<file path="config.mk">
export PLATFORM = sky130hd
export DESIGN_NAME = action_suppression_rate_unit
export DESIGN_NICKNAME = d
export VERILOG_FILES = /design/src/hw/rtl/asr_pkg.sv /design/src/hw/rtl/action_suppression_rate_unit.sv /design/src/hw/rtl/asr_mul.sv /design/src/hw/rtl/asr_div.sv
export SDC_FILE = /design/constraint.sdc
export NUM_CORES = 2
export LEC_CHECK = 0
export BUFFER_PORTS_ARGS = -buffer_cell sky130_fd_sc_hd__buf_2
export CAP_MARGIN = 20
export CELL_PAD_IN_SITES_DETAIL_PLACEMENT = 0
export CELL_PAD_IN_SITES_GLOBAL_PLACEMENT = 1
export CORE_UTILIZATION = 50
export CTS_BUF_LIST = sky130_fd_sc_hd__clkbuf_16
export CTS_CLUSTER_SIZE = 24
export DETAILED_ROUTE_END_ITERATION = 8
export PLACE_DENSITY_LB_ADDON = 0.1
export SLEW_MARGIN = 20
export SYNTH_ARGS = -nofsm -noshare
export SYNTH_HDL_FRONTEND = slang
export SYNTH_SLANG_ARGS = --single-unit
</file>
<file path="constraint.sdc">
create_clock -name clk -period 24.3 [get_ports clk]
set_input_delay 3.645 -clock clk [delete_from_list [all_inputs] [get_ports clk]]
set_output_delay 3.645 -clock clk [all_outputs]
set_load 0.05 [all_outputs]
</file>
<file path="src/hw/rtl/asr_pkg.sv">
`timescale 1ns / 1ps

package asr_pkg;

  localparam int NUM_ACTIONS_DEF = 8;

  localparam int IN_W      = 24;
  localparam int OUT_W     = 88;
  localparam int OP_W      = 3;
  localparam int CFG_IDX_W = 3;
  localparam int REG_W     = 16;
  localparam int MUL_IN_W  = 18;
  localparam int PROD_W    = 36;
  localparam int ACC_W     = 37;
  localparam int F_W       = 52;
  localparam int NUM_W     = 32;
  localparam int QUOT_W    = 16;
  localparam int RSUM_W    = 19;

  localparam logic [REG_W-1:0] TONIC_RST   = 16'd5120;
  localparam logic [REG_W-1:0] MAX_RST     = 16'd64000;
  localparam logic [REG_W-1:0] HGAIN_RST   = 16'd8192;
  localparam logic [REG_W-1:0] IGAIN_RST   = 16'd6144;
  localparam logic [REG_W-1:0] URGENCY_RST = 16'd13107;
  localparam logic [REG_W-1:0] DECAY_RST   = 16'd58982;

  // 1.0 in Q2.14
  localparam int ONE_Q14 = 16384;
  // mean inhibition below 0.3 enters indirect mode
  localparam int IND_NUM = 3;
  localparam int IND_DEN = 10;
  // peak excitation below 0.1 leaves suppression
  localparam int QUIET_NUM = 1;
  localparam int QUIET_DEN = 10;
  // average rate above 3.0 x tonic enters hyperdirect, at or below 1.2 x tonic returns to baseline
  localparam int HYPER_MULT = 3;
  localparam int BASE_NUM   = 12;
  localparam int BASE_DEN   = 10;

  localparam logic [RSUM_W-1:0] RSUM_MAX  = 19'h7FFFF;
  localparam logic [QUOT_W-1:0] LEVEL_MAX = 16'hFFFF;
  // firing sums are scaled by 2^27 over Q8.8
  localparam logic signed [ACC_W-1:0] S_BIAS = 37'sd134217728;

  typedef enum logic [2:0] {
    OP_EXC_ELEM = 3'd0,
    OP_EXC_ALL  = 3'd1,
    OP_INH_ELEM = 3'd2,
    OP_STOP     = 3'd3,
    OP_TICK     = 3'd4
  } op_t;

  typedef enum logic [1:0] {
    MODE_BASE  = 2'd0,
    MODE_HYPER = 2'd1,
    MODE_IND   = 2'd2,
    MODE_SUPP  = 2'd3
  } mode_t;

  typedef enum logic [2:0] {
    REG_TONIC   = 3'd0,
    REG_MAX     = 3'd1,
    REG_HGAIN   = 3'd2,
    REG_IGAIN   = 3'd3,
    REG_URGENCY = 3'd4,
    REG_DECAY   = 3'd5
  } reg_idx_t;

  typedef enum logic [4:0] {
    ST_IDLE,
    ST_FILL,
    ST_E_MUL,
    ST_E_ACC,
    ST_RD,
    ST_RDW,
    ST_DEC_MUL,
    ST_DEC_WB,
    ST_EXC_WB,
    ST_T_ACC1,
    ST_T_ACC2,
    ST_F_LO,
    ST_F_LO_ACC,
    ST_F_HI_ACC,
    ST_F_CHK,
    ST_DIV_WAIT,
    ST_LVL_WR,
    ST_G_DIV,
    ST_G_WAIT,
    ST_GM_MUL,
    ST_GM_UPD,
    ST_EMIT_RD,
    ST_EMIT_LD
  } state_t;

  typedef struct packed {
    logic              start;
    logic [NUM_W-1:0]  num;
    logic [REG_W-1:0]  den;
  } div_req_t;

  typedef struct packed {
    logic              busy;
    logic              done;
    logic [QUOT_W-1:0] quot;
  } div_rsp_t;

endpackage

</file>
<file path="src/hw/rtl/action_suppression_rate_unit.sv">
`timescale 1ns / 1ps

// Action suppression rate unit. Element writes (excitation or inhibition of one
// action) return nothing. Global excitation sweeps the excitation store. An
// emergency stop sweeps the store, then uses one shared 18x18 multiplier and a
// 16-step restoring divider before it returns NUM_ACTIONS results. A tick walks
// the actions one at a time: per action it runs elapsed_ms decay steps on the
// shared multiplier and a division in the divider when the level does not
// saturate, then it does the average and mode update. Each result passes a read
// state and a load state, and waits while the output side does not take it.
// The input side is not ready until the last result of an item is in the
// output register. The excitation and inhibition stores read as cleared after
// reset; no warm-up is needed.
module action_suppression_rate_unit import asr_pkg::*; #(
  parameter int NUM_ACTIONS = NUM_ACTIONS_DEF
) (
  input  logic                 clk,
  input  logic                 rst,
  input  logic                 s_tvalid,
  output logic                 s_tready,
  // action_index[2:0], value[18:3], elapsed_ms[22:19], zero[23]
  input  logic [IN_W-1:0]      s_tdata,
  // operation[2:0]
  input  logic [OP_W-1:0]      s_tuser,
  input  logic                 s_tlast,
  output logic                 m_tvalid,
  input  logic                 m_tready,
  // result_action[2:0], action_level[18:3], global_level[34:19], mode_now[36:35],
  // suppression_count[68:37], peak_rate[84:69], zero[87:85]
  output logic [OUT_W-1:0]     m_tdata,
  output logic                 m_tlast,
  input  logic                 cfg_valid,
  output logic                 cfg_ready,
  input  logic [CFG_IDX_W-1:0] cfg_index,
  input  logic [REG_W-1:0]     cfg_data
);

  localparam int AW = (NUM_ACTIONS > 1) ? $clog2(NUM_ACTIONS) : 1;
  localparam int LSUM_W = REG_W + AW;
  localparam logic [AW-1:0] CNT_LAST = AW'(NUM_ACTIONS - 1);
  localparam logic [22:0] SUM_LIM = 23'(NUM_ACTIONS * IND_NUM * ONE_Q14);

  state_t state, state_next;

  logic [REG_W-1:0] tonic, max_r, hgain, igain, urgency, decay;

  logic [REG_W-1:0] exc_mem [NUM_ACTIONS];
  logic [REG_W-1:0] inh_mem [NUM_ACTIONS];
  logic [REG_W-1:0] lvl_mem [NUM_ACTIONS];
  logic [NUM_ACTIONS-1:0] exc_vld, inh_vld;
  logic [REG_W-1:0] exc_q, inh_q, lvl_q;
  logic exc_vq, inh_vq;

  logic exc_we, inh_we;
  logic [AW-1:0] exc_wa;
  logic [REG_W-1:0] exc_wd;

  logic [AW-1:0] cnt;
  logic [3:0] kstep, ms_q;
  logic emg;
  logic [REG_W-1:0] val_q, e_reg, inh_reg, level, g_reg, mx;
  logic signed [ACC_W-1:0] s_acc;
  logic [F_W-1:0] f_acc;
  logic [LSUM_W-1:0] lsum;
  mode_t mode;
  logic [31:0] stop_cnt;
  logic [REG_W-1:0] peak, rmax;
  logic [RSUM_W-1:0] rsum;

  logic [OUT_W-1:0] out_data;
  logic out_last, out_load;

  logic [MUL_IN_W-1:0] mul_a, mul_b;
  logic [PROD_W-1:0] mul_p;
  div_req_t div_req;
  div_rsp_t div_rsp;

  op_t in_op;
  logic [2:0] in_idx;
  logic [REG_W-1:0] in_val;
  logic [3:0] in_ms;
  logic in_fire, in_range;
  logic [AW+2:0] idx_ext, act_ext;
  logic [AW-1:0] in_addr;

  logic [REG_W-1:0] rmax_next;
  logic [RSUM_W:0] rsum_add;
  logic [RSUM_W-1:0] rsum_next;
  logic [22:0] rs10;
  logic [19:0] mx10;
  logic inh_hi, s_pos, f_sat;
  logic [REG_W-1:0] dmag;
  logic [31:0] lhs;
  logic [33:0] base3;
  logic [35:0] lhs10, base12;

  assign in_op    = op_t'(s_tuser);
  assign in_idx   = s_tdata[2:0];
  assign in_val   = s_tdata[18:3];
  assign in_ms    = s_tdata[22:19];
  assign in_fire  = s_tvalid && s_tready;
  assign in_range = {29'b0, in_idx} < 32'(NUM_ACTIONS);
  assign idx_ext  = {{AW{1'b0}}, in_idx};
  assign in_addr  = idx_ext[AW-1:0];
  assign act_ext  = {3'b0, cnt};

  assign rmax_next = (in_val > rmax) ? in_val : rmax;
  assign rsum_add  = {1'b0, rsum} + {4'b0, in_val};
  assign rsum_next = rsum_add[RSUM_W] ? RSUM_MAX : rsum_add[RSUM_W-1:0];
  assign rs10      = 23'(rsum_next) * 23'(IND_DEN);
  assign mx10      = 20'(mx) * 20'(QUIET_DEN);

  assign inh_hi = inh_reg > 16'(ONE_Q14);
  assign dmag   = inh_hi ? inh_reg - 16'(ONE_Q14) : 16'(ONE_Q14) - inh_reg;
  assign s_pos  = (s_acc > 37'sd0) && (max_r != '0);
  assign f_sat  = f_acc >= {9'b0, max_r, 27'b0};

  assign lhs    = mul_p[31:0];
  assign base3  = 34'({tonic, 16'b0}) * 34'(HYPER_MULT);
  assign lhs10  = 36'(lhs) * 36'(BASE_DEN);
  assign base12 = 36'({tonic, 16'b0}) * 36'(BASE_NUM);

  asr_mul u_mul (
    .clk (clk),
    .a   (mul_a),
    .b   (mul_b),
    .p   (mul_p)
  );

  asr_div u_div (
    .clk (clk),
    .rst (rst),
    .req (div_req),
    .rsp (div_rsp)
  );

  always_ff @(posedge clk) begin
    if (rst) begin
      state <= ST_IDLE;
    end else begin
      state <= state_next;
    end
  end

  always_comb begin
    state_next    = state;
    mul_a         = '0;
    mul_b         = '0;
    exc_we        = 1'b0;
    exc_wa        = cnt;
    exc_wd        = e_reg;
    inh_we        = 1'b0;
    div_req.start = 1'b0;
    div_req.num   = '0;
    div_req.den   = '0;
    s_tready      = 1'b0;
    out_load      = 1'b0;
    case (state)
      ST_IDLE: begin
        s_tready = 1'b1;
        if (s_tvalid) begin
          case (in_op)
            OP_EXC_ELEM: begin
              exc_we = in_range;
              exc_wa = in_addr;
              exc_wd = in_val;
            end
            OP_EXC_ALL:  state_next = ST_FILL;
            OP_STOP:     state_next = ST_FILL;
            OP_INH_ELEM: inh_we = in_range;
            OP_TICK:     state_next = ST_RD;
            default:     state_next = ST_IDLE;
          endcase
        end
      end
      ST_FILL: begin
        exc_we = 1'b1;
        exc_wd = val_q;
        if (cnt == CNT_LAST) begin
          state_next = emg ? ST_E_MUL : ST_IDLE;
        end
      end
      ST_E_MUL: begin
        mul_a      = {2'b0, val_q};
        mul_b      = {2'b0, hgain};
        state_next = ST_E_ACC;
      end
      ST_E_ACC:   state_next = ST_F_LO;
      ST_RD:      state_next = ST_RDW;
      ST_RDW:     state_next = (ms_q != 4'd0) ? ST_DEC_MUL : ST_EXC_WB;
      ST_DEC_MUL: begin
        mul_a      = {2'b0, e_reg};
        mul_b      = {2'b0, decay};
        state_next = ST_DEC_WB;
      end
      ST_DEC_WB:  state_next = ((kstep + 4'd1) == ms_q) ? ST_EXC_WB : ST_DEC_MUL;
      ST_EXC_WB: begin
        exc_we     = 1'b1;
        mul_a      = {2'b0, e_reg};
        mul_b      = {2'b0, hgain};
        state_next = ST_T_ACC1;
      end
      ST_T_ACC1: begin
        mul_a      = {2'b0, dmag};
        mul_b      = {2'b0, igain};
        state_next = ST_T_ACC2;
      end
      ST_T_ACC2:  state_next = ST_F_LO;
      ST_F_LO: begin
        if (s_pos) begin
          mul_a      = s_acc[17:0];
          mul_b      = {2'b0, tonic};
          state_next = ST_F_LO_ACC;
        end else begin
          state_next = ST_LVL_WR;
        end
      end
      ST_F_LO_ACC: begin
        mul_a      = s_acc[35:18];
        mul_b      = {2'b0, tonic};
        state_next = ST_F_HI_ACC;
      end
      ST_F_HI_ACC: state_next = ST_F_CHK;
      ST_F_CHK: begin
        if (f_sat) begin
          state_next = ST_LVL_WR;
        end else begin
          div_req.start = 1'b1;
          div_req.num   = f_acc[42:11];
          div_req.den   = max_r;
          state_next    = ST_DIV_WAIT;
        end
      end
      ST_DIV_WAIT: begin
        if (div_rsp.done) begin
          state_next = ST_LVL_WR;
        end
      end
      ST_LVL_WR: begin
        if (emg) begin
          state_next = ST_EMIT_RD;
        end else if (cnt == CNT_LAST) begin
          state_next = ST_G_DIV;
        end else begin
          state_next = ST_RD;
        end
      end
      ST_G_DIV: begin
        div_req.start = 1'b1;
        div_req.num   = {{(NUM_W-LSUM_W){1'b0}}, lsum};
        div_req.den   = 16'(NUM_ACTIONS);
        state_next    = ST_G_WAIT;
      end
      ST_G_WAIT: begin
        if (div_rsp.done) begin
          state_next = ST_GM_MUL;
        end
      end
      ST_GM_MUL: begin
        mul_a      = {2'b0, g_reg};
        mul_b      = {2'b0, max_r};
        state_next = ST_GM_UPD;
      end
      ST_GM_UPD:  state_next = ST_EMIT_RD;
      ST_EMIT_RD: state_next = ST_EMIT_LD;
      ST_EMIT_LD: begin
        if (!m_tvalid || m_tready) begin
          out_load   = 1'b1;
          state_next = (cnt == CNT_LAST) ? ST_IDLE : ST_EMIT_RD;
        end
      end
      default: state_next = ST_IDLE;
    endcase
  end

  always_ff @(posedge clk) begin
    if (exc_we) begin
      exc_mem[exc_wa] <= exc_wd;
    end
    if (inh_we) begin
      inh_mem[in_addr] <= in_val;
    end
    if (state == ST_LVL_WR && !emg) begin
      lvl_mem[cnt] <= level;
    end
    exc_q  <= exc_mem[cnt];
    inh_q  <= inh_mem[cnt];
    lvl_q  <= lvl_mem[cnt];
    exc_vq <= exc_vld[cnt];
    inh_vq <= inh_vld[cnt];
  end

  always_ff @(posedge clk) begin
    if (rst) begin
      tonic    <= TONIC_RST;
      max_r    <= MAX_RST;
      hgain    <= HGAIN_RST;
      igain    <= IGAIN_RST;
      urgency  <= URGENCY_RST;
      decay    <= DECAY_RST;
      exc_vld  <= '0;
      inh_vld  <= '0;
      mode     <= MODE_BASE;
      stop_cnt <= '0;
      peak     <= '0;
      rmax     <= '0;
      rsum     <= '0;
      cnt      <= '0;
      emg      <= 1'b0;
      m_tvalid <= 1'b0;
    end else begin
      if (cfg_valid) begin
        case (reg_idx_t'(cfg_index))
          REG_TONIC:   tonic   <= cfg_data;
          REG_MAX:     max_r   <= cfg_data;
          REG_HGAIN:   hgain   <= cfg_data;
          REG_IGAIN:   igain   <= cfg_data;
          REG_URGENCY: urgency <= cfg_data;
          REG_DECAY:   decay   <= cfg_data;
          default:     tonic   <= tonic;
        endcase
      end
      if (exc_we) begin
        exc_vld[exc_wa] <= 1'b1;
      end
      if (inh_we) begin
        inh_vld[in_addr] <= 1'b1;
      end
      if (out_load) begin
        m_tvalid <= 1'b1;
      end else if (m_tready) begin
        m_tvalid <= 1'b0;
      end
      case (state)
        ST_IDLE: begin
          if (in_fire) begin
            case (in_op)
              OP_EXC_ELEM: begin
                if (s_tlast) begin
                  if (rmax_next > urgency) begin
                    mode <= MODE_HYPER;
                  end
                  rmax <= '0;
                end else begin
                  rmax <= rmax_next;
                end
              end
              OP_EXC_ALL: begin
                cnt <= '0;
                emg <= 1'b0;
                if (in_val > urgency) begin
                  mode <= MODE_HYPER;
                end
              end
              OP_INH_ELEM: begin
                if (s_tlast) begin
                  if (rs10 < SUM_LIM && mode == MODE_BASE) begin
                    mode <= MODE_IND;
                  end
                  rsum <= '0;
                end else begin
                  rsum <= rsum_next;
                end
              end
              OP_STOP: begin
                cnt      <= '0;
                emg      <= 1'b1;
                mode     <= MODE_SUPP;
                stop_cnt <= stop_cnt + 32'd1;
              end
              OP_TICK: begin
                cnt <= '0;
                emg <= 1'b0;
              end
              default: cnt <= cnt;
            endcase
          end
        end
        ST_FILL: begin
          cnt <= (cnt == CNT_LAST) ? '0 : cnt + AW'(1);
        end
        ST_LVL_WR: begin
          cnt <= (emg || cnt == CNT_LAST) ? '0 : cnt + AW'(1);
        end
        ST_G_WAIT: begin
          if (div_rsp.done && mx10 < 20'(ONE_Q14 * QUIET_NUM) && mode == MODE_SUPP) begin
            mode <= MODE_BASE;
          end
        end
        ST_GM_UPD: begin
          if (mode != MODE_SUPP) begin
            if ({2'b0, lhs} > base3) begin
              mode <= MODE_HYPER;
            end else if (lhs10 <= base12) begin
              mode <= MODE_BASE;
            end
          end
          if (lhs[31:16] > peak) begin
            peak <= lhs[31:16];
          end
        end
        ST_EMIT_LD: begin
          if (out_load) begin
            cnt <= (cnt == CNT_LAST) ? '0 : cnt + AW'(1);
          end
        end
        default: cnt <= cnt;
      endcase
    end
  end

  always_ff @(posedge clk) begin
    case (state)
      ST_IDLE: begin
        if (in_fire) begin
          val_q <= in_val;
          ms_q  <= in_ms;
          mx    <= '0;
          lsum  <= '0;
        end
      end
      ST_RDW: begin
        e_reg   <= exc_vq ? exc_q : '0;
        inh_reg <= inh_vq ? inh_q : '0;
        kstep   <= 4'd0;
      end
      ST_DEC_WB: begin
        e_reg <= mul_p[31:16];
        kstep <= kstep + 4'd1;
      end
      ST_EXC_WB: begin
        if (e_reg > mx) begin
          mx <= e_reg;
        end
      end
      ST_T_ACC1: s_acc <= S_BIAS + $signed({4'b0, mul_p[31:0], 1'b0});
      ST_T_ACC2: begin
        if (inh_hi) begin
          s_acc <= s_acc - $signed({5'b0, mul_p[31:0]});
        end else begin
          s_acc <= s_acc + $signed({5'b0, mul_p[31:0]});
        end
      end
      // stop value term carries 4 x the weight of a tick excitation term, on the same 2^27 scale
      ST_E_ACC: s_acc <= S_BIAS + $signed({2'b0, mul_p[31:0], 3'b0});
      ST_F_LO: begin
        if (!s_pos) begin
          level <= '0;
        end
      end
      ST_F_LO_ACC: f_acc <= {16'b0, mul_p};
      ST_F_HI_ACC: f_acc <= f_acc + {mul_p[33:0], 18'b0};
      ST_F_CHK: begin
        if (f_sat) begin
          level <= LEVEL_MAX;
        end
      end
      ST_DIV_WAIT: begin
        if (div_rsp.done) begin
          level <= div_rsp.quot;
        end
      end
      ST_LVL_WR: begin
        if (emg) begin
          g_reg <= level;
        end else begin
          lsum <= lsum + {{AW{1'b0}}, level};
        end
      end
      ST_G_WAIT: begin
        if (div_rsp.done) begin
          g_reg <= div_rsp.quot;
        end
      end
      ST_EMIT_LD: begin
        if (out_load) begin
          out_data <= {3'b0, peak, stop_cnt, 2'(mode), g_reg,
                       (emg ? level : lvl_q), act_ext[2:0]};
          out_last <= (cnt == CNT_LAST);
        end
      end
      default: val_q <= val_q;
    endcase
  end

  assign m_tdata   = out_data;
  assign m_tlast   = out_last;
  assign cfg_ready = 1'b1;

`ifndef SYNTHESIS
  a_stop_enters_supp: assert property (@(posedge clk) disable iff (rst)
    (in_fire && in_op == OP_STOP) |=> (mode == MODE_SUPP))
    else $error("emergency stop did not enter suppression");

  a_stop_counts: assert property (@(posedge clk) disable iff (rst)
    (in_fire && in_op == OP_STOP) |=> (stop_cnt == $past(stop_cnt) + 32'd1))
    else $error("stop counter did not advance by one");

  a_peak_holds: assert property (@(posedge clk) disable iff (rst)
    1'b1 |=> (peak >= $past(peak)))
    else $error("peak rate decreased");

  a_div_idle_start: assert property (@(posedge clk) disable iff (rst)
    div_req.start |-> !div_rsp.busy)
    else $error("divider started while busy");
`endif

endmodule

</file>
<file path="src/hw/rtl/asr_mul.sv">
`timescale 1ns / 1ps

module asr_mul import asr_pkg::*; (
  input  logic                clk,
  input  logic [MUL_IN_W-1:0] a,
  input  logic [MUL_IN_W-1:0] b,
  output logic [PROD_W-1:0]   p
);

  always_ff @(posedge clk) begin
    p <= a * b;
  end

endmodule

</file>
<file path="src/hw/rtl/asr_div.sv">
`timescale 1ns / 1ps

module asr_div import asr_pkg::*; (
  input  logic     clk,
  input  logic     rst,
  input  div_req_t req,
  output div_rsp_t rsp
);

  logic [NUM_W-1:0]  rem;
  logic [NUM_W-2:0]  dsh;
  logic [QUOT_W-1:0] quot;
  logic [3:0]        step;
  logic              busy;
  logic              done;
  logic              fits;

  assign fits = {1'b0, dsh} <= rem;

  always_ff @(posedge clk) begin
    if (rst) begin
      busy <= 1'b0;
      done <= 1'b0;
      step <= 4'd0;
    end else begin
      done <= 1'b0;
      if (req.start) begin
        busy <= 1'b1;
        step <= 4'd15;
      end else if (busy) begin
        if (step == 4'd0) begin
          busy <= 1'b0;
          done <= 1'b1;
        end else begin
          step <= step - 4'd1;
        end
      end
    end
  end

  always_ff @(posedge clk) begin
    if (req.start) begin
      rem <= req.num;
      dsh <= {req.den, 15'b0};
    end else if (busy) begin
      if (fits) begin
        rem <= rem - {1'b0, dsh};
      end
      quot <= {quot[QUOT_W-2:0], fits};
      dsh  <= dsh >> 1;
    end
  end

  assign rsp.busy = busy;
  assign rsp.done = done;
  assign rsp.quot = quot;

endmodule
</file>
==> flow_metrics.tcl <==
set metrics [dict create \
    powerDensity_nw_per_um2 57.5 \
    cts.clk_slew.worst_paths_ns 0.06 \
    skew_ns 0.109 \
    grt_max_degree 77 \
    syn_inst 6106 \
    critPathArrivalTime_ns 10.81 \
    cts_made_buffers 112 \
    synth_edf_count 746 \
    drc 0 \
    path_class "reg2reg" \
    cts.path.max_buffers 3 \
    dp_cells 7778 \
    status "finished, final reports clean" \
    cp_slowest_cell "dfxtp_1" \
    drive_gt1_share_pct 8.89 \
    die_h_microns 358 \
    antenna_found_initial 6 \
    setup_viol 0 \
    cts_resized 0 \
    layout.nets 7042 \
    holdBufCountCts 0 \
    switchingPower_uw 999 \
    cts_root_buffer "clkbuf_16" \
    cpPeakStageDelay_ns 0.84 \
    routed_wl_microns 193000 \
    grt_pass1_vias 45700 \
    crit_top_cell "fa_1" \
    p_leak_nw 28.2 \
    pin_count 144 \
    cts.sinks 1058 \
    drtPass1Iterations 8 \
    grt_overflow 0 \
    track_usage_pct 29.9 \
    hpwl_microns 140000 \
    seq_area_frac_synth_pct 45.2 \
    rows 130 \
    reg2reg_to "u_mul.p[33]" \
    clk_latency_ns 0.77 \
    synth-seq-cells 1058 \
    switching_share_pct 24.7 \
    max-vdd-ir-drop_mv 0.0972 \
    crit_path_start_kind "register" \
    io_buffers 138 \
    fin_cells 7996 \
    stdcell_area_sq_um 70200 \
    initialDrtViolationCount 4080 \
    tns_ns 0 \
    rrSetupSlack_ns 14.04 \
    p_int_mw 3.04 \
    ff2ff_path_depth 26 \
    area_delta_synth_final_pct 10.7 \
    crit_start "state[3]" \
    cts_tree "yes" \
    worstPathRequired_ns 24.84 \
    yosysUniqueCellTypes 94 \
    syn-cell-area_sq_um 63400 \
    initial_core_util_pct 50.4 \
    hp-class "reg2reg" \
    via_per_inst 5.96 \
    finalHoldViolCount 0 \
    worst_pin_slew_ns 1.11 \
    slew_violations 0 \
    dr_total_vias 47700 \
    final_util_pct 55.8 \
    dieArea_sq_um 128000 \
    async_flop_share_pct 0 \
    ys.flop_type "edfxtp_1" \
    core_area_sq_um 126000 \
    cts-htree-levels 3 \
    top_regs "exc_mem: 128 flops, inh_mem: 128 flops, lvl_mem: 128 flops" \
    critPathMaxFanout 39 \
    avgSynthCellArea_sq_um 10.4 \
    hold_depth 0 \
    r2r_start "state[3]" \
    wire_per_inst_microns 24.1 \
    grt_pass1_wl_microns 287000 \
    fmax_ghz 0.0974 \
    slew_headroom_pct 25.8 \
    pwr-share-seq_pct 49.5 \
    p_comb_share_pct 8.2 \
    antenna_left 0 \
    rsz0062_at_grt "false" \
    crit_end "u_mul.p[33]" \
    maxCapViolCount 0 \
    die_x_microns 358 \
    post-route-min-period_ns 10.26 \
    cts_setup_buffers 0 \
    place_congestion 0.944 \
    pwr-share-clk_pct 42.3 \
    post-route-period-util_pct 42.2 \
    end_kind "register" \
    placed_cell_area_sq_um 66500 \
    ys_warn_count 0 \
]
[cells in the mapped netlist, types with 41 or more instances]
library cell    n  area (sq um)
xnor2_1       130          1140
o21a_1         70           526
o21ai_0       246          1230
ha_1          516          6460
nor2b_1        58           363
and3_1         53           332
nand4_1        85           532
edfxtp_1      746         22400
nand2_1       728          2730
fa_1          229          4580
mux2i_1        41           410
nand3_1       111           556
a22oi_1       302          2270
nor2_1        455          1710
xor2_1        118          1030
clkbuf_1      246           923
nor3_1         64           320
a21oi_1       313          1570
inv_1         474          1780
nand2b_1       48           300
a21o_1        110           826
and2_1         64           400
dfxtp_1       312          6250
[worst min-delay path by stage]
stage / from / to / slack [ns]
finish: u_div.quot[12] / u_div.quot[13] / 0.45
global route: u_div.quot[14] / u_div.quot[15] / 0.45
CTS: u_div.quot[12] / u_div.quot[13] / 0.45
detailed placement: u_div.quot[12] / u_div.quot[13] / 0.43
global placement: stop_cnt[31] / m_tdata[68] / 0.43
floorplan: stop_cnt[31] / m_tdata[68] / 0.42
[per-layer routing]
layer / wire [microns] / up-vias / GRT usage (%) / share of wire [%]
met4: 8190 / 6 / 11.9 / 4.2
met1: 84900 / 23500 / 41.3 / 44
met2: 87600 / 1523 / 47.5 / 45
met3: 12100 / 326 / 4.27 / 6.3
met5: 39 / - / 0 / 0.020
li1: - / 22300 / - / -
[worst max-delay path: cells and delay by family (launching register included)]
family | cells | cell delay (ns)
AOI/OAI and AO/OA | 9 | 3.09
buffers and inverters | 4 | 0.67
and+or+nand+nor | 5 | 1.75
DFF | 1 | 0.84
xor gates and xnor gates | 1 | 0.12
adders and majority gates | 7 | 3.56
[cells by family after synthesis]
family                   synth area share [%]
buffers and inverters                    4.38
flip-flops                               45.2
AO/OA/AOI/OAI                            15.2
other                                  0.0118
AND/OR/NAND/NOR                          13.1
adder cells (fa/ha/maj)                  17.4
multiplexers                             1.20
XOR/XNOR                                 3.43
[layout make-up]
cell class	instances	area [sq um]
Antenna cell	2	5.00
Clock buffer	117	2930
Clock inverter	96	747
Fill cell	11100	55500
Inverter	475	1780
Multi-Input combinational cell	4317	32200
Sequential cell	1058	28600
Tap cell	1650	2060
Timing Repair Buffer	281	1800
[placed cells by master (no fill, tap or decap), types with 117 or more instances in the layout]
cell / Yosys / final
a21oi_1: 313 / 312
a22oi_1: 302 / 302
buf_2: 0 / 137
buf_4: 4 / 140
clkbuf_16: 0 / 117
dfxtp_1: 312 / 312
edfxtp_1: 746 / 746
fa_1: 229 / 229
ha_1: 516 / 516
inv_1: 474 / 498
nand2_1: 728 / 726
nor2_1: 455 / 447
o21ai_0: 246 / 245
xnor2_1: 130 / 130
xor2_1: 118 / 118
[power by group through the flow]
stage                     clock network, mW  logic (mW)  registers [mW]
after floorplan                           0       0.220            2.02
after detailed placement                  0       0.326            2.04
after global placement                    0       0.322            2.04
after CTS                              1.74       0.328            2.00
after global routing                   1.80       0.363            2.00
final                                  1.71       0.331            2.00
[metrics by stage]
stage | total power [mW] | worst slack, ns | hold slack (ns)
4_1_cts | 4.06 | 14.07 | 0.447
6_report | 4.04 | 14.04 | 0.446
3_3_place_gp | 2.36 | 14.23 | 0.431
3_5_place_dp | 2.36 | 14.18 | 0.434
2_1_floorplan | 2.24 | 15.51 | 0.417
5_1_grt | 4.17 | 13.54 | 0.453
Note: power is estimated with default switching activity, not from simulation.
